--- config.mk ---
export PLATFORM = sky130hd
export DESIGN_NAME = ptog_axis
export DESIGN_NICKNAME = d
export VERILOG_FILES = /design/src/hdl/ptog_pkg.sv /design/src/hdl/ptog_axis.sv
export SDC_FILE = /design/constraint.sdc
export NUM_CORES = 1
export LEC_CHECK = 0
export BUFFER_PORTS_ARGS = -buffer_cell sky130_fd_sc_hd__buf_2
export CAP_MARGIN = 10
export CORE_MARGIN = 1.5
export CORE_UTILIZATION = 40
export CTS_CLUSTER_DIAMETER = 80
export CTS_CLUSTER_SIZE = 28
export DETAILED_ROUTE_END_ITERATION = 8
export SYNTH_ARGS = -nofsm -noshare
export SYNTH_HDL_FRONTEND = slang
export SYNTH_SLANG_ARGS = --single-unit
--- constraint.sdc ---
create_clock -name clk -period 13.38 [get_ports clk]
set_input_delay 2.007 -clock clk [delete_from_list [all_inputs] [get_ports clk]]
set_output_delay 2.007 -clock clk [all_outputs]
set_load 0.01 [all_outputs]
--- src/hdl/ptog_pkg.sv ---
// Shared types and constants for the point to occupancy grid block.
`timescale 1ns / 1ps

package ptog_pkg;

    localparam int WORD_BITS = 64;
    localparam int INDEX_BITS = 8;

    localparam logic MODE_PLOT = 1'b0;
    localparam logic MODE_READ = 1'b1;

    typedef struct packed {
        logic               mode;
        logic signed [15:0] x_mm;
        logic signed [15:0] y_mm;
    } item_t;

    typedef struct packed {
        logic [WORD_BITS-1:0]  cells;
        logic [INDEX_BITS-1:0] word_index;
        logic                  last_word;
    } result_t;

    typedef struct packed {
        logic mul_en;
        logic fix_en;
    } axis_ctrl_t;

endpackage

--- src/hdl/ptog_axis.sv ---
// One axis of the coordinate to grid index mapping, by reciprocal multiply.
`timescale 1ns / 1ps

module ptog_axis #(
    parameter int GRID_SIZE = 100,
    parameter int SPAN_MM   = 10000
) (
    input  logic                         clk,
    input  ptog_pkg::axis_ctrl_t         ctrl,
    input  logic signed [15:0]           mm,
    output logic [$clog2(GRID_SIZE)-1:0] idx,
    output logic                         ok
);

    localparam int DEN = 2 * SPAN_MM;
    localparam int TW  = $clog2(65535 + SPAN_MM) + 1;
    localparam int DW  = $clog2(DEN);
    localparam int IW  = $clog2(GRID_SIZE);
    localparam int GW  = $clog2(GRID_SIZE + 1);
    localparam int KW  = $clog2(2 * GRID_SIZE + 1);
    localparam int PKW = DW + KW;
    localparam int PGW = DW + GW;
    localparam longint K = ((longint'(1) << DW) * GRID_SIZE) / DEN;
    localparam logic signed [TW-1:0] DEN_T  = TW'(DEN);
    localparam logic signed [TW-1:0] SPAN_T = TW'(SPAN_MM);

    logic signed [TW-1:0] mm_ext;
    logic signed [TW-1:0] t;
    logic                 in_range;
    logic [DW-1:0]        tu;
    logic [IW-1:0]        q_est;
    logic [PGW-1:0]       qd;
    logic [PGW-1:0]       rem;

    logic [PKW-1:0] prod_k_reg;
    logic [PGW-1:0] prod_g_reg;
    logic           ok_reg;
    logic [IW-1:0]  idx_reg;

    assign mm_ext   = TW'(mm);
    assign t        = (mm_ext <<< 1) + SPAN_T;
    assign in_range = !t[TW-1] && (t < DEN_T);
    assign tu       = t[DW-1:0];

    // estimate is exact or one low; one compare fixes it
    assign q_est = IW'(prod_k_reg >> DW);
    assign qd    = PGW'(q_est) * PGW'(DEN);
    assign rem   = prod_g_reg - qd;

    always_ff @(posedge clk)
    begin
        if (ctrl.mul_en)
        begin
            prod_k_reg <= PKW'(tu) * PKW'(K);
            prod_g_reg <= PGW'(tu) * PGW'(GRID_SIZE);
            ok_reg     <= in_range;
        end
        if (ctrl.fix_en)
        begin
            idx_reg <= q_est + IW'(rem >= PGW'(DEN));
        end
    end

    assign idx = idx_reg;
    assign ok  = ok_reg;

endmodule

# Yosys cells after proc, flatten, opt, wreduce, memory -nomap -nowiden
# Cells that the tools add are included.
[op_classes] add_sub_neg=3 mul=3 magnitude_cmp=2 n_reduce_logical=2
[op_table] op="22-bit by 15-bit >= comparator with 1-bit output, second input constant" count=1
[op_table] op="15-bit by 8-bit multiplier with 22-bit output, second input constant" count=1
[op_table] op="22-bit subtractor" count=1
[op_table] op="15-bit by 5-bit multiplier with 20-bit output, second input constant" count=1
[op_table] op="17-bit by 15-bit adder with 18-bit output, second input constant" count=1
[op_table] op="18-bit by 16-bit < comparator with 1-bit output, second input constant" count=1
[op_table] op="7-bit by 10-bit multiplier with 17-bit output, second input constant" count=1
[op_table] op="7-bit by 1-bit adder with 7-bit output" count=1
[op_table] op="1-bit logical AND" count=1
[op_table] op="1-bit logical NOT" count=1
[totals] register_bits=50 inputBits=19 output_inout_bits=8 wordCells=14

# Logic depth before layout (Yosys ltp)
[depth] depth_word=4 depth_mapped=24 depth_no_buf=24

# Least setup slack after synthesis
# No wires, ideal clock.
[synth_path] kind="input -> register" startpoint="input port mm[3]" endpoint="register prod_k_reg[21] (data pin)" setup_time_ns=0.255 arrival_time_ns=5.844 t_required_ns=13.125 setup_slack_ns=7.281 cell_stages=13 path_buffers=0 path_cell_list="ha_1 > a311oi_2 > xor2_1 > ha_1 > ha_1 > fa_1 > fa_1 > ha_1 > and2_1 > o21ai_0 > nand3_1 > a2111o_1 > and3_1"
[synth_between] elab_chain_cells=2
[synth_lines] item="start: declaration" line="ptog_axis.sv:10" rtl="input logic signed [15:0] mm,"
[synth_lines] item="17-bit by 15-bit adder with 18-bit output" line="ptog_axis.sv:41" rtl="assign t = (mm_ext <<< 1) + SPAN_T;"
[synth_lines] item="15-bit by 8-bit multiplier with 22-bit output" line="ptog_axis.sv:54" rtl="prod_k_reg <= PKW'(tu) * PKW'(K);"
[synth_lines] item="end signal: assignment" line="ptog_axis.sv:54"
[synth_lines] item="end: declaration" line="ptog_axis.sv:35" rtl="logic [PKW-1:0] prod_k_reg;"
# Every way passes these cells.
# A chain may end at the register's enable or synchronous reset.

# Final worst setup path
[layout_path] startpoint="register prod_k_reg[16]" endpoint="register idx_reg[6], in the netlist idx[6] (data pin)"
[layout_between] elab_chain_cells=4
[layout_lines] item="7-bit by 10-bit multiplier with 17-bit output" line="ptog_axis.sv:47" rtl="assign qd = PGW'(q_est) * PGW'(DEN);"
[layout_lines] item="22-bit subtractor" line="ptog_axis.sv:48" rtl="assign rem = prod_g_reg - qd;"
[layout_lines] item="22-bit by 15-bit >= comparator with 1-bit output" line="ptog_axis.sv:60" rtl="idx_reg <= q_est + IW'(rem >= PGW'(DEN));"
[layout_lines] item="7-bit by 1-bit adder with 7-bit output (*)" line="ptog_axis.sv:60"
[layout_lines] item="end signal: assignment" line="ptog_axis.sv:60"
[layout_lines] item="end: declaration" line="ptog_axis.sv:38" rtl="logic [IW-1:0] idx_reg;"
# Every way passes the cells marked *; elsewhere a longest branch is shown, timed or not.

==> results.py <==
metrics = {
    "status": {
        "status": "finished clean",
    },
    "floorplan": {
        "die_x_um": 123,
        "die_y_um": 123,
        "start_util_pct": 41.3,
        "die-area_um2": 15200,
        "floorplan.rows": 43,
        "ios": 27,
        "core_area_um2": 14000,
    },
    "critical_path": {
        "end_kind": "flip-flop",
        "r2r_slack_ns": 7.05,
        "reg2reg_from": "prod_k_reg[16]",
        "path_class": "reg2reg",
        "crit_path_start": "prod_k_reg[16]",
        "r2r-end": "idx[6]",
        "cp.required_ns": 13.40,
        "slowest_stage": "edfxtp_1",
        "slowest_delay_ns": 0.56,
        "r2r_cells": 24,
        "worstPathArrival_ns": 6.35,
        "crit_top_cell": "ha_1",
        "critical_path.cell_chain": "inv_1 > fa_1 > inv_1 > fa_1 > ha_1 > ha_1 > a21o_1 > a21oi_1 > o21bai_1 > a21oi_1 > o21ai_0 > and4_1 > a311oi_1 > ha_1 > nand2b_1 > a21oi_1 > nor2_1 > o211ai_1 > a2111oi_0 > o2111ai_1 > ha_1 > ha_1 > nand3_1 > xnor2_1",
        "start_kind": "flip-flop",
        "crit_fanout": 6,
    },
    "placed_design": {
        "place.port_buffers": 26,
        "placed_cells": 802,
        "gp_congestion": 0.864,
        "hpwl_um": 10300,
    },
    "grt": {
        "grt_pass1_vias": 4411,
        "antenna_found_initial": 0,
        "grt_first_pass_wirelength_um": 20000,
        "grtUsageTotal_pct": 16.5,
        "grt_overflow": 0,
        "grt_start_max_net_pins": 26,
    },
    "clocking": {
        "ctsHoldBuffers": 0,
        "cts_inserted_buffers": 5,
        "cts_resized": 0,
        "clock_sinks": 32,
        "htreeDepth": 2,
        "clk_pin_slew_ns": 0.05,
        "insertion_delay_ns": 0.28,
        "clk_path_buf_depth": 2,
        "cts-root-buf": "clkbuf_16",
        "cts_tree": "done",
        "post_cts_buffers": 0,
    },
    "sta": {
        "grt_setup_unrepaired": "no",
        "skew_ns": 0.00846,
        "period_minus_slack_ns": 6.33,
        "maxSlewHeadroom_pct": 48.2,
        "worstMarginPinSlew_ns": 0.771,
        "setup-tns-final_ns": 0,
        "drv_slew": 0,
        "clock.fmax_ghz": 0.158,
        "fin_crit_sh_pct": 47.3,
        "hold_viol_final": 0,
        "setup_viol": 0,
    },
    "finish": {
        "final_nets": 842,
        "diodes": 0,
        "final_cells": 810,
        "fin_util_pct": 45.0,
        "area_growth_syn_to_layout_pct": 9.01,
        "largest_reg_flops": 17,
        "drive_gt1_share_pct": 6.98,
    },
    "yosys": {
        "yosysTopAreaCell": "ha_1",
        "ys_types": 52,
        "synth-seq-cells": 32,
        "ys_top_cells_by_area": "ha_1, edfxtp_1, fa_1",
        "syn_area_um2": 5800,
        "yosysMostFrequentCell": "ha_1",
        "synthTopCellsByCount": "ha_1, inv_1, fa_1",
        "synth-edff-count": 32,
        "synth_area_per_cell_um2": 9.73,
        "ys.flop_type": "edfxtp_1",
        "synth_top_cell_area_share_pct": 34.7,
        "yosysSeqAreaShare_pct": 16.6,
        "syn_inst": 596,
        "async_flop_share_pct": 0,
        "yosysWarnings": 0,
        "synth_nets": 809,
    },
    "min_path": {
        "hold_class": "reg2reg",
        "hold_start": "prod_k_reg[18]",
        "min_to": "idx[3]",
        "hold_path_depth": 1,
    },
    "detailed_routing": {
        "wire_per_inst_um": 14.5,
        "drc": 0,
        "dr_total_vias": 4294,
        "initialDrtViolationCount": 164,
        "drt_pass1_iterations": 4,
        "routed_wl_um": 11700,
        "routed_via_density": 5.30,
        "ant_nets": 0,
    },
    "flow_run": {
        "maxCapViolCount": 0,
    },
}
[worst max-delay path by stage]
stage          slack (ns)              to  cells past startpoint
2_1_floorplan        7.28  prod_k_reg[21]                     13
3_3_place_gp         6.90  prod_k_reg[21]                     14
3_5_place_dp         6.78  prod_k_reg[21]                     14
4_1_cts              6.99          idx[6]                     24
5_1_grt              6.54          idx[6]                     24
6_report             7.05          idx[6]                     24
[area by class of cell]
class	instances	area, µm²
tap	180	225
clock buffer	5	125
timing repair buffer	26	130
sequential	32	961
inverter	83	312
fill	1337	7720
clock inverter	3	42.5
multi-input combinational	481	4530
[layer usage]
metal	wire (µm)	track usage, %
met3	214	1.43
met5	0	0
met1	5690	21.4
met4	249	4.45
met2	5580	29.5
[cell families after synthesis]
| kind of cell | count (synthesis) | share of synthesized area (%) |
|---|---|---|
| simple gates | 125 | 10.9 |
| mux | 1 | 0.173 |
| flops | 32 | 16.6 |
| fa+ha+maj | 194 | 46.1 |
| compound gates | 110 | 12.9 |
| buf+inv | 83 | 5.37 |
| xor+xnor | 51 | 7.94 |
[critical path, delay by kind of cell, from the launching register on]
family	cells	cell delay (ns)
adders and majority gates	7	2.53
AOI/OAI and AO/OA	10	2.08
buffers and inverters	2	0.23
xor gates and xnor gates	1	0.06
and+or+nand+nor	4	0.59
DFF	1	0.56
[per-stage QoR]
step           worst slack, ns  hold WS (ns)  instance area [µm²]
3_3_place_gp              6.90         0.723                 6160
5_1_grt                   6.54         0.788                 6320
2_1_floorplan             7.28         0.646                 5800
6_report                  7.05         0.726                 6320
4_1_cts                   6.99         0.728                 6320
3_5_place_dp              6.78         0.713                 6160
[layout by cell type, fill, tap and decap left out, types with 6 or more instances in the layout]
| cell type | n |
|---|---|
| ha_1 | 161 |
| inv_1 | 83 |
| fa_1 | 33 |
| edfxtp_1 | 32 |
| a21oi_1 | 29 |
| xnor2_1 | 28 |
| buf_2 | 26 |
| nand2_1 | 24 |
| nor2_1 | 23 |
| xor2_1 | 22 |
| o21ai_0 | 18 |
| nor3_1 | 18 |
| nand3_1 | 15 |
| a21o_1 | 9 |
| nand2b_1 | 8 |
| or3_1 | 8 |
| and3_1 | 6 |
| a31oi_1 | 6 |
Power is left out: the tool's default activity adds up to more than one toggle a clock period on the data nets, which glitch-free logic cannot reach.
